$ cat src/rtl/rsol_pkg.sv
// Shared types and constants for the ring of sized entries with offset lookup.
// Used by rsol_ctrl, rsol_dp and the top level; no dependencies.
`default_nettype none

package rsol_pkg;

    localparam int HANDLE_W = 32;
    localparam int SIZE_W   = 16;
    localparam int OFFS_W   = 20;
    localparam int CIDX_W   = 4;
    localparam int COUNT_W  = 5;
    localparam int KIND_W   = 2;

    localparam int S_DATA_W = 88;  // handle, size, offset, index, byte
    localparam int M_DATA_W = 96;  // 89 bits of fields, zero filled

    localparam logic [OFFS_W-1:0] TOTAL_MAX = '1;

    typedef logic [KIND_W-1:0] t_kind;

    localparam t_kind KIND_ADD   = 2'd0;
    localparam t_kind KIND_FIND  = 2'd1;
    localparam t_kind KIND_TOTAL = 2'd2;
    localparam t_kind KIND_CMD   = 2'd3;

    // Result selection for the output register
    typedef logic [2:0] t_res;

    localparam t_res RES_ADD    = 3'd0;
    localparam t_res RES_HIT    = 3'd1;
    localparam t_res RES_ERR    = 3'd2;
    localparam t_res RES_TOTAL  = 3'd3;
    localparam t_res RES_CMD_OK = 3'd4;

    typedef struct packed {
        logic accept;  // latch operands, start the walk at the oldest entry
        logic add;     // store the new entry, advance slots
        logic step;    // accumulate current size, fetch next entry
        logic fin;     // load the output register
        t_res res;
    } t_cmd;

    typedef struct packed {
        logic at_end;    // walk index reached the held count
        logic fit_hit;   // sum + size passes the target offset
        logic idx_eq_k;  // walk index equals command index
        logic k_bad;     // command index not below held count
        logic nb_ok;     // command byte below current size
        logic out_free;  // output register can take a result
    } t_stat;

    function automatic logic [OFFS_W-1:0] sat_add(input logic [OFFS_W-1:0] a,
                                                  input logic [SIZE_W-1:0] b);
        logic [OFFS_W:0] s;
        s = {1'b0, a} + (OFFS_W+1)'(b);
        return s[OFFS_W] ? TOTAL_MAX : s[OFFS_W-1:0];
    endfunction

endpackage

`default_nettype wire

$ cat src/rtl/rsol_ctrl.sv
// Sequencer: accepts one transaction, steps the datapath walk, issues the result.
// Depends on rsol_pkg.
`default_nettype none

module rsol_ctrl import rsol_pkg::*; (
    input  wire logic  i_clk,
    input  wire logic  i_rst_n,
    input  wire logic  i_s_valid,
    input  wire t_kind i_kind,
    output logic       o_s_ready,
    input  wire t_stat i_stat,
    output t_cmd       o_cmd
);

    localparam logic ST_IDLE = 1'b0;
    localparam logic ST_WALK = 1'b1;

    logic  r_state, n_state;
    t_kind r_kind, n_kind;
    logic  want_fin;
    t_res  want_res;

    always_comb begin
        n_state   = r_state;
        n_kind    = r_kind;
        o_cmd     = '0;
        o_s_ready = 1'b0;
        want_fin  = 1'b0;
        want_res  = RES_ADD;
        unique case (r_state)
            ST_IDLE: begin
                o_s_ready = 1'b1;
                if (i_s_valid) begin
                    o_cmd.accept = 1'b1;
                    o_cmd.add    = (i_kind == KIND_ADD);
                    n_kind       = i_kind;
                    n_state      = ST_WALK;
                end
            end
            ST_WALK: begin
                unique case (r_kind)
                    KIND_ADD: begin
                        want_fin = 1'b1;
                        want_res = RES_ADD;
                    end
                    KIND_FIND: begin
                        priority if (i_stat.at_end) begin
                            want_fin = 1'b1;
                            want_res = RES_ERR;
                        end else if (i_stat.fit_hit) begin
                            want_fin = 1'b1;
                            want_res = RES_HIT;
                        end else begin
                            o_cmd.step = 1'b1;
                        end
                    end
                    KIND_TOTAL: begin
                        if (i_stat.at_end) begin
                            want_fin = 1'b1;
                            want_res = RES_TOTAL;
                        end else begin
                            o_cmd.step = 1'b1;
                        end
                    end
                    KIND_CMD: begin
                        priority if (i_stat.k_bad) begin
                            want_fin = 1'b1;
                            want_res = RES_ERR;
                        end else if (i_stat.idx_eq_k) begin
                            want_fin = 1'b1;
                            want_res = i_stat.nb_ok ? RES_CMD_OK : RES_ERR;
                        end else begin
                            o_cmd.step = 1'b1;
                        end
                    end
                    default: begin
                        want_fin = 1'b1;
                        want_res = RES_ERR;
                    end
                endcase
                // hold until the output register frees up
                if (want_fin && i_stat.out_free) begin
                    o_cmd.fin = 1'b1;
                    o_cmd.res = want_res;
                    n_state   = ST_IDLE;
                end
            end
            default: begin
                n_state = ST_IDLE;
            end
        endcase
    end

    always_ff @(posedge i_clk) begin
        if (!i_rst_n) begin
            r_state <= ST_IDLE;
            r_kind  <= KIND_ADD;
        end else begin
            r_state <= n_state;
            r_kind  <= n_kind;
        end
    end

endmodule

`default_nettype wire

$ cat src/rtl/rsol_dp.sv
// Datapath: entry memories, ring slots and count, walk accumulator, output register.
// Depends on rsol_pkg; driven by rsol_ctrl commands.
`default_nettype none

module rsol_dp import rsol_pkg::*; #(
    parameter int DEPTH = 16
) (
    input  wire logic                i_clk,
    input  wire logic                i_rst_n,
    input  wire t_cmd                i_cmd,
    input  wire logic [HANDLE_W-1:0] i_new_handle,
    input  wire logic [SIZE_W-1:0]   i_new_size,
    input  wire logic [OFFS_W-1:0]   i_byte_offset,
    input  wire logic [CIDX_W-1:0]   i_command_index,
    input  wire logic [SIZE_W-1:0]   i_command_byte,
    input  wire logic                i_m_ready,
    output t_stat                    o_stat,
    output logic                     o_m_valid,
    output logic                     o_m_status,
    output logic [M_DATA_W-1:0]      o_m_data
);

    localparam int SW = $clog2(DEPTH);
    localparam int CW = $clog2(DEPTH + 1);

    function automatic logic [SW-1:0] next_slot(input logic [SW-1:0] s);
        return (s == SW'(DEPTH - 1)) ? '0 : s + 1'b1;
    endfunction

    logic [HANDLE_W-1:0] mem_handle [DEPTH];
    logic [SIZE_W-1:0]   mem_size   [DEPTH];

    logic [SW-1:0]       r_wr, r_rd, r_pos;
    logic [CW-1:0]       r_count, r_idx;
    logic [HANDLE_W-1:0] r_rd_handle;
    logic [SIZE_W-1:0]   r_rd_size;
    logic [OFFS_W-1:0]   r_sum, r_target;
    logic [CIDX_W-1:0]   r_k;
    logic [SIZE_W-1:0]   r_nb;
    logic                r_m_valid, r_m_status;
    logic [M_DATA_W-1:0] r_m_data;

    logic [SW-1:0]       rd_addr;
    logic [SW-1:0]       wr_next;
    logic [OFFS_W:0]     reach;
    logic [M_DATA_W-1:0] res_data;
    logic                res_status;
    logic [OFFS_W-1:0]   diff;

    assign rd_addr = i_cmd.accept ? r_rd : r_pos;
    assign wr_next = next_slot(r_wr);
    assign reach   = {1'b0, r_sum} + (OFFS_W+1)'(r_rd_size);
    assign diff    = r_target - r_sum;

    always_comb begin
        o_stat.at_end   = (r_idx >= r_count);
        o_stat.fit_hit  = (reach > {1'b0, r_target});
        o_stat.idx_eq_k = (8'(r_idx) == 8'(r_k));
        o_stat.k_bad    = (8'(r_k) >= 8'(r_count));
        o_stat.nb_ok    = (r_nb < r_rd_size);
        o_stat.out_free = !r_m_valid || i_m_ready;
    end

    // memories: one write port, one registered read port
    always_ff @(posedge i_clk) begin
        if (i_cmd.add) begin
            mem_handle[r_wr] <= i_new_handle;
            mem_size[r_wr]   <= i_new_size;
        end
        if (i_cmd.accept || i_cmd.step) begin
            r_rd_handle <= mem_handle[rd_addr];
            r_rd_size   <= mem_size[rd_addr];
        end
    end

    // ring slots and held count
    always_ff @(posedge i_clk) begin
        if (!i_rst_n) begin
            r_wr    <= '0;
            r_rd    <= '0;
            r_count <= '0;
        end else if (i_cmd.add) begin
            r_wr <= wr_next;
            if (r_count == CW'(DEPTH)) begin
                r_rd <= wr_next;
            end else begin
                r_count <= r_count + 1'b1;
            end
        end
    end

    // walk registers and operands
    always_ff @(posedge i_clk) begin
        if (i_cmd.accept) begin
            r_pos    <= next_slot(r_rd);
            r_idx    <= '0;
            r_sum    <= '0;
            r_target <= i_byte_offset;
            r_k      <= i_command_index;
            r_nb     <= i_command_byte;
        end else if (i_cmd.step) begin
            r_pos <= next_slot(r_pos);
            r_idx <= r_idx + 1'b1;
            r_sum <= sat_add(r_sum, r_rd_size);
        end
    end

    // result fields: handle, size, byte within, total, count
    always_comb begin
        res_data   = '0;
        res_status = 1'b0;
        unique case (i_cmd.res)
            RES_HIT: begin
                res_data[31:0]  = r_rd_handle;
                res_data[47:32] = r_rd_size;
                res_data[63:48] = diff[SIZE_W-1:0];
            end
            RES_TOTAL: begin
                res_data[83:64] = r_sum;
            end
            RES_CMD_OK: begin
                res_data[83:64] = sat_add(r_sum, r_nb);
            end
            RES_ERR: begin
                res_status = 1'b1;
            end
            default: begin
                res_status = 1'b0;
            end
        endcase
        res_data[88:84] = 5'(r_count);
    end

    always_ff @(posedge i_clk) begin
        if (!i_rst_n) begin
            r_m_valid <= 1'b0;
        end else if (i_cmd.fin) begin
            r_m_valid <= 1'b1;
        end else if (i_m_ready) begin
            r_m_valid <= 1'b0;
        end
    end

    always_ff @(posedge i_clk) begin
        if (i_cmd.fin) begin
            r_m_data   <= res_data;
            r_m_status <= res_status;
        end
    end

    assign o_m_valid  = r_m_valid;
    assign o_m_status = r_m_status;
    assign o_m_data   = r_m_data;

endmodule

`default_nettype wire

$ cat src/rtl/ring_of_sized_entries_with_offset_lookup_unit.sv
// Top level of the ring of sized entries with offset lookup.
// Depends on rsol_pkg, rsol_ctrl and rsol_dp.
//
// Usage:
//   Slave stream carries one request per transaction. tuser is the kind
//   (add, find, total, command offset); tdata packs the operands. Master
//   stream returns exactly one result per request; tuser is the error flag.
//   An add passes from acceptance to the walk state, which loads its
//   result. Find, total and command offset walk the held entries from the
//   oldest, one entry per cycle through the registered memory read port,
//   then load the result. One request is in work at a time; the next is
//   taken the cycle after the result is loaded. The result sits in an
//   output register, so a new request is accepted while an earlier result
//   still waits on m_axis_tready. If the receiver stalls and the register
//   is occupied, the walk holds at its end. Reset (synchronous, active
//   low) empties the ring: slots and count go to zero and no result is
//   pending. Entry memories are not cleared; only held entries ever feed
//   a result.
`default_nettype none

module ring_of_sized_entries_with_offset_lookup_unit import rsol_pkg::*; #(
    parameter int DEPTH = 16
) (
    input  wire logic                i_clk,
    input  wire logic                i_rst_n,
    input  wire logic                s_axis_tvalid,
    output logic                     s_axis_tready,
    // kind
    input  wire logic [KIND_W-1:0]   s_axis_tuser,
    // new_handle[31:0], new_size[47:32], byte_offset[67:48],
    // command_index[71:68], command_byte[87:72]
    input  wire logic [S_DATA_W-1:0] s_axis_tdata,
    output logic                     m_axis_tvalid,
    input  wire logic                m_axis_tready,
    // status
    output logic                     m_axis_tuser,
    // found_handle[31:0], found_size[47:32], byte_within[63:48],
    // total_bytes[83:64], entry_count[88:84], zero fill above
    output logic [M_DATA_W-1:0]      m_axis_tdata
);

    t_cmd  cmd;
    t_stat stat;

    rsol_ctrl u_ctrl (
        .i_clk     (i_clk),
        .i_rst_n   (i_rst_n),
        .i_s_valid (s_axis_tvalid),
        .i_kind    (s_axis_tuser),
        .o_s_ready (s_axis_tready),
        .i_stat    (stat),
        .o_cmd     (cmd)
    );

    rsol_dp #(
        .DEPTH (DEPTH)
    ) u_dp (
        .i_clk           (i_clk),
        .i_rst_n         (i_rst_n),
        .i_cmd           (cmd),
        .i_new_handle    (s_axis_tdata[31:0]),
        .i_new_size      (s_axis_tdata[47:32]),
        .i_byte_offset   (s_axis_tdata[67:48]),
        .i_command_index (s_axis_tdata[71:68]),
        .i_command_byte  (s_axis_tdata[87:72]),
        .i_m_ready       (m_axis_tready),
        .o_stat          (stat),
        .o_m_valid       (m_axis_tvalid),
        .o_m_status      (m_axis_tuser),
        .o_m_data        (m_axis_tdata)
    );

    // requests are never accepted back to back
    a_busy_after_accept: assert property (@(posedge i_clk) disable iff (!i_rst_n)
        s_axis_tvalid && s_axis_tready |=> !s_axis_tready)
        else $error("request accepted back to back");

    // a result is only loaded when the output register is free
    a_no_overwrite: assert property (@(posedge i_clk) disable iff (!i_rst_n)
        cmd.fin |-> stat.out_free)
        else $error("pending result overwritten");

    // an error result carries only the entry count
    a_err_clean: assert property (@(posedge i_clk) disable iff (!i_rst_n)
        m_axis_tvalid && m_axis_tuser |-> m_axis_tdata[83:0] == '0)
        else $error("error result with nonzero fields");

    // a loaded result appears on the next cycle
    a_fin_valid: assert property (@(posedge i_clk) disable iff (!i_rst_n)
        cmd.fin |=> m_axis_tvalid)
        else $error("result lost");

endmodule

`default_nettype wire

$ cat config.mk
export PLATFORM = sky130hd
export DESIGN_NAME = ring_of_sized_entries_with_offset_lookup_unit
export DESIGN_NICKNAME = d
export VERILOG_FILES = /design/src/rtl/rsol_pkg.sv /design/src/rtl/rsol_ctrl.sv /design/src/rtl/rsol_dp.sv /design/src/rtl/ring_of_sized_entries_with_offset_lookup_unit.sv
export SDC_FILE = /design/constraint.sdc
export NUM_CORES = 1
export LEC_CHECK = 0
export BUFFER_PORTS_ARGS = -buffer_cell sky130_fd_sc_hd__buf_4
export CAP_MARGIN = 30
export CORE_MARGIN = 2
export CORE_UTILIZATION = 40
export CTS_CLUSTER_DIAMETER = 150
export DETAILED_ROUTE_END_ITERATION = 12
export PLACE_DENSITY_LB_ADDON = 0.25
export SYNTH_ARGS = -nofsm -noshare
export SYNTH_HDL_FRONTEND = slang
export SYNTH_SLANG_ARGS = --single-unit
$ cat constraint.sdc
create_clock -name i_clk -period 5.8 [get_ports i_clk]
set_input_delay 0.58 -clock i_clk [delete_from_list [all_inputs] [get_ports i_clk]]
set_output_delay 0.58 -clock i_clk [all_outputs]
set_load 0.01 [all_outputs]
==> results.txt, run 1 <==
Int Power: 12.4 mW
Slew margin rel.: 38.0%
Leading area contributor after synthesis: edfxtp_1
Final hold viol count: 0
VDD IR-drop max: 0.266 mV
Worst Setup End Kind: flop
Clk slew on worst S/H paths: 60 ps
MaxCap Viol Count: 0
Power share of the sequential group: 50.5%
H-tree lvl count: 3
Met2 WL: 49.5 mm
Avg Vias per Cell: 5.53
Final Setup Violations: 0
CORE AREA: 102,000 µm²
Setup TNS: 0 ps
Die Width: 324 µm
Met3 WL: 5.64 mm
Final ANT Viol Nets: 0
P_leak: 16.3 nW
Vias: 22,376
Top cell type's share of synthesized area: 69.8%
Number of flops mapped to enable cells by yosys: 950
CTS root buf: clkbuf_16
Synth top area cells: edfxtp_1 (70%), mux4_2 (11%), ha_1 (3.1%), dfxtp_1 (2.1%), nand2_1 (1.5%)
Initial antenna violation count: 6
RePlAce Congestion: 0.896
Clk buf depth: 3
Yosys Warn Count: 0
Share of layout cells above drive strength 1: 23.3%
Switching share of power: 22.7%
Clock power frac: 41.2%
Met1 Wirelength: 43.0 mm
Congestion Overflow GR: 0
# DRC: 0
RSZ-0062 raised after global routing: false
Max Clk Rate: 186 MHz
# rows: 117
GR Util All Layers: 19.3%
CP startpoint kind: flop
Die Y: 324 µm
Detailed Route WL: 101 mm
Setup CP Type: reg2reg
Latest clock arrival within the worst-skew pair: 710 ps
Starting density of the core: 40.2%
Fin nets: 2,787
Top layer in use: met5
Syn_area_per_cell: 17.5 µm²
Routed length per instance: 25.1 µm
I/O Buffers: 185
Critical path required time: 6120 ps
Period Utilization, post-route: 92.6%
Initial DRC count: 1,769
Pre-antenna DRT Iters: 5
NetSw: 3.64 mW
Status: complete, no violations
Cell area power density: 334 nW/µm²
Number of global-route vias before repair: 22,996
Full die area: 105,000 µm²
HPWL after DPL: 60.1 mm
Min Tclk post-route: 5370 ps
Pins Over Slew Limit: 0
Synth unique cells: 72
Worst Tran Pin Value: 930 ps
Synth Instances: 2,340
Worst path arrival time: 5690 ps
Final Skew: 48.6 ps
CTS buffer count: 102
Syn Std Cell Area: 40,900 µm²
Area grow syn2layout: 17.2%
Register area share after synthesis: 71.8%
Total I/O pin count: 193
Asr flop ratio synth: 0%
Comb pwr share: 8.2%
Worst-path maximum fanout: 25
Worst hold path class: in2reg
Largest net degree at the start of global routing: 131
# clock sinks: 992
FF+latch count, synth: 992
CTS tree: done
CTS Hold Bufs: 0
WHS: 78.7 ps
Most used flip-flop cell after synthesis: edfxtp_1
First-pass GRT wire length: 149 mm
logic make-up after synthesis:
| family | count (synthesis) | share of synthesized area [%] |
|---|---|---|
| simple gates | 471 | 5.50 |
| flops | 992 | 71.8 |
| buf+inv | 188 | 1.99 |
| other cells | 1 | 0.00917 |
| mux | 200 | 10.8 |
| compound gates | 337 | 5.67 |
| fa+ha+maj | 103 | 3.21 |
| xor+xnor | 48 | 1.03 |
repair_timing:
item,CTS,global route
endpoints found under the setup margin,0,59
endpoints found under the hold margin,0,0
gates resized for setup,0,2
setup buffers,0,0
power by group through the flow:
stage	combinational [mW]	sequential, mW	clock [mW]
3_3_place_gp	1.31	8.23	0
2_1_floorplan	0.820	8.22	0
6_report	1.32	8.09	6.59
3_5_place_dp	1.33	8.24	0
5_1_grt	1.44	8.09	7.00
4_1_cts	1.34	8.09	6.73
worst paths after layout:
kind	cells past startpoint	startpoint	endpoint	slack, ps
worst min register to register	0	u_dp.r_count[3]	u_dp.o_m_data[87]	490
worst min-delay path	1	s_axis_tdata[84]	u_dp.r_nb[12]	80
worst max-delay path	18	u_dp.r_sum[1]	u_dp.o_m_data[85]	430
worst max register to register	18	u_dp.r_sum[1]	u_dp.o_m_data[85]	430
metal layers:
metal	GRT usage, %	up-vias
met5	0	-
met4	6.66	10
met3	3.25	178
met2	32.1	696
met1	25.8	11699
li1	-	9793
metrics by stage:
stage | area [µm²] | instances | total power, mW | utilization [%] | setup slack, ps
finish | 47900 | 4047 | 16.0 | 47.2 | 431
global route | 47900 | 4047 | 16.5 | 47.2 | 43.7
CTS | 47900 | 4046 | 16.2 | 47.2 | 298
detailed placement | 44500 | 3854 | 9.57 | 43.8 | 300
global placement | 44400 | 3847 | 9.54 | 43.7 | 471
floorplan | 40900 | 2346 | 9.04 | - | 194
Yosys cell counts (42+ instances only):
cell,number
edfxtp_1,950
mux4_2,192
nand2_1,168
ha_1,100
nor2_1,98
and2_1,90
inv_1,79
a211oi_1,62
clkbuf_1,59
a31oi_1,55
o21ai_0,54
a21oi_1,46
dfxtp_1,42
state kept, by name (all words and copies together) (netlist names), 16 cells and up:
name / flops
u_dp.o_m_data: 89
u_dp.r_rd_handle: 32
u_dp.r_rd_size: 16
u_dp.r_nb: 16
u_dp.r_sum: 20
u_dp.mem_handle: 512
u_dp.r_target: 20
u_dp.mem_size: 256
placed cells by master, fill, tap and decap left out, types with 24 or more instances in the layout:
cell type / Yosys / layout
a211oi_1: 62 / 62
a21oi_1: 46 / 45
a31oi_1: 55 / 55
and2_1: 90 / 88
buf_12: 0 / 24
buf_4: 18 / 218
clkbuf_16: 0 / 104
clkinv_1: 1 / 27
dfxtp_1: 42 / 42
edfxtp_1: 950 / 950
ha_1: 100 / 100
inv_1: 79 / 79
mux4_2: 192 / 192
nand2_1: 168 / 166
nor2_1: 98 / 87
nor3_1: 28 / 24
o21ai_0: 54 / 54
xnor2_1: 31 / 31
worst max-delay path, cell delays in order, from the launching register on:
cell,delay [ps]
dfxtp_1,480
inv_1,180
fa_1,480
nand2b_1,190
a21o_1,200
a21oi_2,260
a2bb2oi_1,390
a41oi_1,290
nor2_1,250
xor2_1,180
ha_1,270
and3_1,190
nand3_1,80
or4_1,120
o211ai_1,110
o2111ai_1,280
o21a_1,190
and2_4,390
buf_4,490
layout make-up:
| class | instances | area, µm² |
|---|---|---|
| fill | 8677 | 53700 |
| inverter | 80 | 300 |
| tap | 1368 | 1710 |
| sequential | 992 | 29400 |
| clock inverter | 71 | 723 |
| clock buffer | 121 | 2670 |
| antenna | 1 | 2.50 |
| multi-input combinational | 1166 | 10900 |
| timing repair buffer | 248 | 2250 |
No activity file was read; power rests on OpenSTA's default activity.
==> run 2: changes to the inputs <==
--- a/config.mk
+++ b/config.mk
@@ -7,6 +7,8 @@
 export LEC_CHECK = 0
 export BUFFER_PORTS_ARGS = -buffer_cell sky130_fd_sc_hd__buf_4
 export CAP_MARGIN = 30
+export CELL_PAD_IN_SITES_DETAIL_PLACEMENT = 0
+export CELL_PAD_IN_SITES_GLOBAL_PLACEMENT = 1
 export CORE_MARGIN = 2
 export CORE_UTILIZATION = 40
 export CTS_CLUSTER_DIAMETER = 150
==> run 2 against run 1 <==
Effect of this change: sequential power barely moved; worst hold slack worse by 3.2 ps; first-iteration DRC count grew 7.7%; count of clock-buffer cells in the layout increased by 6; critical path depth rose by 1; flip-flop and latch count stayed put; worst setup slack gained 27 ps; final cell count decreased by 0.27%.
==> results.txt, run 2 (synthesis gave the netlist of run 1 again) <==
Initial DRC count: 1,906 (+7.7%)
P_leak: 16.3 nW (about the same)
Non-filler cells, final: 4,036 (-0.27%)
Period Utilization, post-route: 92.1% (-0.47 points)
CP peak stage delay: 490 ps (about the same)
Avg Vias per Cell: 5.42 (-2.0%)
Most frequent cells in the layout: edfxtp_1 (950), buf_4 (213), mux4_2 (192)
# rows: 117 (unchanged)
Cell area power density: 335 nW/µm² (+0.44%)
H-tree lvl count: 3 (unchanged)
Worst path slowest cell: fa_1
Setup CP Type: reg2reg
GR Util All Layers: 19.3% (about the same)
Critical path required time: 6170 ps (+50 ps)
Largest register by flop count: u_dp.mem_handle
Total I/O pin count: 193 (unchanged)
VDD IR-drop max: 0.241 mV (-9.4%)
CORE AREA: 102,000 µm² (unchanged)
Final Skew: 59.0 ps (+10.4 ps)
CTS root buf: clkbuf_16
Full die area: 105,000 µm² (unchanged)
Latest clock arrival within the worst-skew pair: 690 ps (-20 ps)
Pins Over Slew Limit: 0 (unchanged)
CTS buffer count: 103 (+0.98%)
Commonest non-fill, non-tap cell in the layout: edfxtp_1
Congestion Overflow GR: 0 (unchanged)
Vias: 21,879 (-2.2%)
Max FFs per register: 512 (unchanged)
Status: complete, no violations
RR Endpoint: u_dp.r_rd_handle[30]
Die Width: 324 µm (unchanged)
First-pass GRT wire length: 148 mm (-0.45%)
Power share of the sequential group: 50.3% (-0.2 points)
# clock sinks: 992 (unchanged)
RePlAce Congestion: 0.868 (-3.2%)
FF-to-FF Start: u_dp.r_sum[1]
Buffers plus inverters on the worst setup path: 2 (unchanged)
Worst reg-to-reg setup slack: 460 ps (+30 ps)
Final ANT Viol Nets: 0 (unchanged)
CP startpoint kind: flop
Initial antenna violation count: 9 (+3)
Min Tclk post-route: 5340 ps (-27.2 ps)
CP top delay family: simple AND/OR/NAND/NOR gates
Share of layout cells above drive strength 1: 23.2% (-0.14 points)
Final Setup Violations: 0 (unchanged)
Clk slew on worst S/H paths: 70 ps (about the same)
# DRC: 0 (unchanged)
CTS tree: done
Levels on crit path: 19 (+1)
Fin nets: 2,783 (-0.14%)
NetSw: 3.58 mW (-1.5%)
Switching share of power: 22.3% (-0.44 points)
Slew margin rel.: 28.6% (-9.4 points)
Comb pwr share: 8.3% (about the same)
Worst path arrival time: 5710 ps (+20 ps)
Starting density of the core: 40.2% (unchanged)
HPWL after DPL: 59.2 mm (-1.5%)
Worst Setup End Kind: flop
Routed length per instance: 24.9 µm (-0.73%)
CP Launch Point: u_dp.r_sum[1]
Clock power frac: 41.4% (+0.2 points)
Antenna cell count: 0 (-1)
Worst-case reg-to-reg path depth: 19 (+1)
Number of global-route vias before repair: 22,633 (-1.6%)
Critical-path cell list: inv_1 -> fa_1 -> nand2b_1 -> a21o_1 -> a21oi_2 -> a2bb2oi_2 -> a41oi_1 -> nor2_1 -> xor2_1 -> ha_1 -> and3_1 -> nand3_1 -> or4_1 -> o211ai_1 -> o2111ai_1 -> o21ai_1 -> nand2_1 -> nand2_4 -> buf_12
Worst hold path class: in2reg
# placed instances: 3,848 (-0.16%)
Setup TNS: 0 ps (unchanged)
Area grow syn2layout: 17.2% (unchanged)
I/O Buffers: 185 (unchanged)
RSZ-0062 raised after global routing: false
Largest net degree at the start of global routing: 97 (-26%)
Max Clk Rate: 187 MHz (+0.51%)
Worst Tran Pin Value: 1070 ps (+136 ps)
Clk buf depth: 3 (unchanged)
WHS: 75.6 ps (-3.17 ps)
Int Power: 12.5 mW (+1.0%)
Worst-path maximum fanout: 22 (-12%)
Pre-antenna DRT Iters: 5 (unchanged)
Crit path to: u_dp.r_rd_handle[30]
Final hold viol count: 0 (unchanged)
MaxCap Viol Count: 0 (unchanged)
Die Y: 324 µm (unchanged)
Hold Crit Depth: 1 (unchanged)
Detailed Route WL: 100 mm (-1.0%)
run 2: cell count changes in the layout (fill, tap and decap cells not counted), moves of 2 or more:
cell       delta
buf_12        +3
buf_16        -2
buf_4         -5
bufinv_16     +3
clkbuf_1      +7
clkinv_1      -8
clkinv_2      -5
clkinv_4      -2
inv_6         +2
run 2: per-stage QoR:
step / util [%] / worst slack [ps] / power (mW) / instance area [µm²]
final: 47.2 / 458 / 16.1 / 47900
after global placement: 43.7 / 391 / 9.57 / 44400
after global routing: 47.2 / 47.7 / 16.6 / 47900
after detailed placement: 43.8 / 245 / 9.59 / 44500
after CTS: 47.2 / 197 / 16.3 / 47900
after floorplan: - / 194 / 9.04 / 40900
run 2: routing by layer:
metal  up-vias  track usage [%]  part of all wire (%)
li1       9767                -                     -
met1     11410             25.0                    42
met5         -                0                  0.12
met4        18             5.56                   2.7
met2       516             33.2                    50
met3       168             3.52                   4.8
run 2: how the worst min path moves through the flow:
stage | slack (ps) | end | start
3_5_place_dp | 450 | u_dp.o_m_data[87] | u_dp.r_count[3]
3_3_place_gp | 460 | u_dp.o_m_data[87] | u_dp.r_count[3]
6_report | 80 | u_dp.r_nb[4] | s_axis_tdata[76]
5_1_grt | 30 | u_dp.r_target[0] | s_axis_tdata[48]
4_1_cts | 30 | u_dp.r_target[0] | s_axis_tdata[48]
2_1_floorplan | 430 | u_dp.o_m_data[87] | u_dp.r_count[3]
run 2: area by class of cell:
cell class | count | area (µm²)
clock inverters | 60 | 747
flip-flops and latches | 992 | 29400
clock buffers | 127 | 2670
fillers | 8702 | 53700
inverters | 80 | 300
multi-input cells | 1167 | 10900
well taps | 1368 | 1710
repair buffers | 242 | 2190
run 2: power groups by stage:
stage	logic, mW	registers, mW	clock network, mW
final	1.34	8.08	6.65
after global routing	1.47	8.09	7.06
after CTS	1.36	8.09	6.82
after detailed placement	1.36	8.23	0
after global placement	1.33	8.23	0
after floorplan	0.820	8.22	0
run 2: timing repair:
action | CTS | global route
gates resized for setup | 0 | 4
hold endpoints to repair | 0 | 0
setup buffers | 0 | 0
hold buffers | 0 | 0
endpoints found under the setup margin | 0 | 126
==> run 3: changes to the inputs <==
--- a/config.mk
+++ b/config.mk
@@ -10,7 +10,7 @@
 export CELL_PAD_IN_SITES_DETAIL_PLACEMENT = 0
 export CELL_PAD_IN_SITES_GLOBAL_PLACEMENT = 1
 export CORE_MARGIN = 2
-export CORE_UTILIZATION = 40
+export CORE_UTILIZATION = 48
 export CTS_CLUSTER_DIAMETER = 150
 export DETAILED_ROUTE_END_ITERATION = 12
 export PLACE_DENSITY_LB_ADDON = 0.25
==> run 3 against run 2 <==
Effect of this change: final cell count fell by 5.1%; maximum frequency fell by 2.6%; combinational power barely moved; critical path depth fell by 1; count of clock-buffer cells in the layout rose by 7; power fell by 0.41%; wire length fell by 4.1%; sequential power barely moved; die area fell by 16%; utilization rose by 9.1 points; global-route usage rose by 2.9 points.
==> results.txt, run 3 (synthesis gave the netlist of run 1 again) <==
Final ANT Viol Nets: 0 (unchanged)
Slew margin rel.: 31.9% (+3.3 points)
VDD IR-drop max: 0.236 mV (-2.2%)
Setup TNS: 0 ps (unchanged)
Die Y: 296 µm (-8.6%)
Clk slew on worst S/H paths: 60 ps (about the same)
Clk buf depth: 3 (unchanged)
Worst path slowest cell: o31ai_1
Total I/O pin count: 193 (unchanged)
Fill cells: 6,546 (-25%)
MaxCap Viol Count: 0 (unchanged)
Initial DRC count: 1,808 (-5.1%)
FF-to-FF Start: u_dp.r_rd_size[3]
Hold Path End: u_dp.r_target[1]
Starting density of the core: 48.2% (+8.0 points)
Worst Setup End Kind: flop
# clock sinks: 992 (unchanged)
CP top delay family: compound AO/OA/AOI/OAI gates
Critical path required time: 6100 ps (-70 ps)
Full die area: 87,500 µm² (-16%)
CTS tree: done
Worst-path maximum fanout: 61 (+180%)
Hold Crit Depth: 1 (unchanged)
Pins Over Slew Limit: 0 (unchanged)
# DRC: 0 (unchanged)
Worst path arrival time: 5780 ps (+70 ps)
Critical-path cell list: ha_1 -> o21ai_0 -> o21a_1 -> o31ai_1 -> a41oi_1 -> a211o_1 -> o21ai_1 -> nand2_1 -> xnor2_1 -> ha_1 -> and3_1 -> nand3_1 -> or4_1 -> o211ai_1 -> o2111ai_1 -> o21a_1 -> and2_4 -> buf_12
CP peak stage delay: 520 ps (+30 ps)
RePlAce Congestion: 0.894 (+3.0%)
Worst reg-to-reg setup slack: 320 ps (-140 ps)
Cell area power density: 336 nW/µm² (+0.12%)
CP startpoint kind: flop
Commonest non-fill, non-tap cell in the layout: edfxtp_1
Min Tclk post-route: 5480 ps (+142 ps)
Share of layout cells above drive strength 1: 23.4% (+0.18 points)
Latest clock arrival within the worst-skew pair: 680 ps (about the same)
Fin nets: 2,794 (+0.40%)
RR Endpoint: u_dp.o_m_data[69]
CTS root buf: clkbuf_16
GRT met2 Usage: 38.2% (+4.9 points)
Vias: 21,887 (+0.037%)
Worst hold path class: in2reg
CTS Hold Bufs: 0 (unchanged)
First-pass GRT wire length: 143 mm (-3.3%)
Setup CP Type: reg2reg
Final Setup Violations: 0 (unchanged)
Routed length per instance: 25.1 µm (+1.1%)
Busiest grt layer: met2
Final core utilization: 56.3% (+9.1 points)
GR Layer Usage met3: 3.80% (+0.28 points)
Area grow syn2layout: 16.6%
Met1 Track Usage GR: 29.3% (+4.3 points)
# rows: 107 (-8.5%)
Pre-antenna DRT Iters: 5 (unchanged)
Largest register by flop count: u_dp.mem_handle
Worst Tran Pin Value: 1020 ps (-43.4 ps)
Final Skew: 52.6 ps (-6.38 ps)
Worst-case reg-to-reg path depth: 18 (-1)
Overall power: 16.0 mW (-0.41%)
Largest net degree at the start of global routing: 75 (-23%)
Final hold viol count: 0 (unchanged)
P_leak: 16.4 nW (+0.36%)
H-tree lvl count: 3 (unchanged)
Detailed Route WL: 96.3 mm (-4.1%)
RSZ-0062 raised after global routing: false
GR Util All Layers: 22.2% (+2.9 points)
CORE AREA: 84,700 µm² (-17%)
Status: complete, no violations
Most frequent cells in the layout: edfxtp_1 (950), buf_4 (231), mux4_2 (192)
Number of global-route vias before repair: 22,484 (-0.66%)
Die Width: 296 µm (-8.6%)
Max Clk Rate: 182 MHz (-2.6%)
Period Utilization, post-route: 94.5% (+2.4 points)
Congestion Overflow GR: 0 (unchanged)
Avg Vias per Cell: 5.71 (+5.4%)
Max FFs per register: 512 (unchanged)
CTS buffer count: 101 (-1.9%)
Hold path start: s_axis_tdata[49]
HPWL after DPL: 57.0 mm (-3.7%)
Final instance area: 47,700 µm² (-0.53%)
Buffers plus inverters on the worst setup path: 1 (-1)
Dpl cell area: 44,200 µm² (-0.70%)
Initial antenna violation count: 9 (unchanged)
I/O Buffers: 185 (unchanged)
==> run 3: cell count changes in the layout (fill, tap and decap cells not counted), moves of 2 or more <==
cell and change:
buf_4 +18, buf_12 -11, clkbuf_1 +6, buf_16 +5, diode_2 +5, clkinvlp_4 -3
clkinv_1 -2, clkinv_2 +2, inv_6 -2
==> run 3: how the worst max path moves through the flow <==
stage	from	end	slack [ps]	cells past startpoint
6_report	u_dp.r_rd_size[3]	u_dp.o_m_data[69]	320	18
5_1_grt	u_dp.r_sum[1]	u_dp.o_m_data[69]	40	18
4_1_cts	u_dp.r_sum[1]	u_dp.o_m_data[69]	260	17
3_5_place_dp	u_dp.r_sum[1]	u_dp.o_m_data[32]	290	17
3_3_place_gp	u_dp.r_sum[1]	u_dp.o_m_data[32]	410	18
2_1_floorplan	u_dp.r_sum[0]	u_dp.r_pos[0]	190	20
==> run 3: routing by layer <==
layer	part of all wire, %	up-vias
met1	41	11259
met4	2.2	10
met2	51	668
met5	0.069	-
li1	-	9807
met3	6.0	143
==> run 3: report_power, final <==
group / leakage [nW] / internal, mW / switching (mW)
registers: 9.00 / 8.00 / 0.0724
logic: 5.72 / 0.571 / 0.752
clock network: 1.64 / 3.88 / 2.72
==> run 3: timing repair <==
item                       4_1_cts  5_1_grt
gates resized for setup          0        2
setup endpoints to repair        0      149
setup buffers                    0        0
==> run 3: worst register-to-register path, stage by stage, from the launching register on <==
cell       delay [ps]
edfxtp_1          400
ha_1              360
o21ai_0           150
o21a_1            210
o31ai_1           520
a41oi_1           250
a211o_1           350
o21ai_1           330
nand2_1           140
xnor2_1           150
ha_1              290
and3_1            150
nand3_1            80
or4_1             480
o211ai_1          150
o2111ai_1         190
o21a_1            290
and2_4            270
buf_12            240
==> run 3: through the flow <==
stage                     hold WS, ps  instances  setup slack (ps)
after floorplan                   431       2346               194
after global placement            457       3627               411
after detailed placement          464       3634               291
after CTS                        47.8       3822               257
after global routing             62.4       3828              36.0
final                            83.9       3831               316
==> run 3: area by class of cell <==
cell class	count	area (µm²)	area share, %
Antenna cell	5	12.5	0.0262
Clock inverter	54	691	1.45
Inverter	80	300	0.630
Timing Repair Buffer	255	2250	4.72
Clock buffer	134	2700	5.67
Tap cell	1144	1430	3.00
Sequential cell	992	29400	61.6
Multi-Input combinational cell	1167	10900	22.9
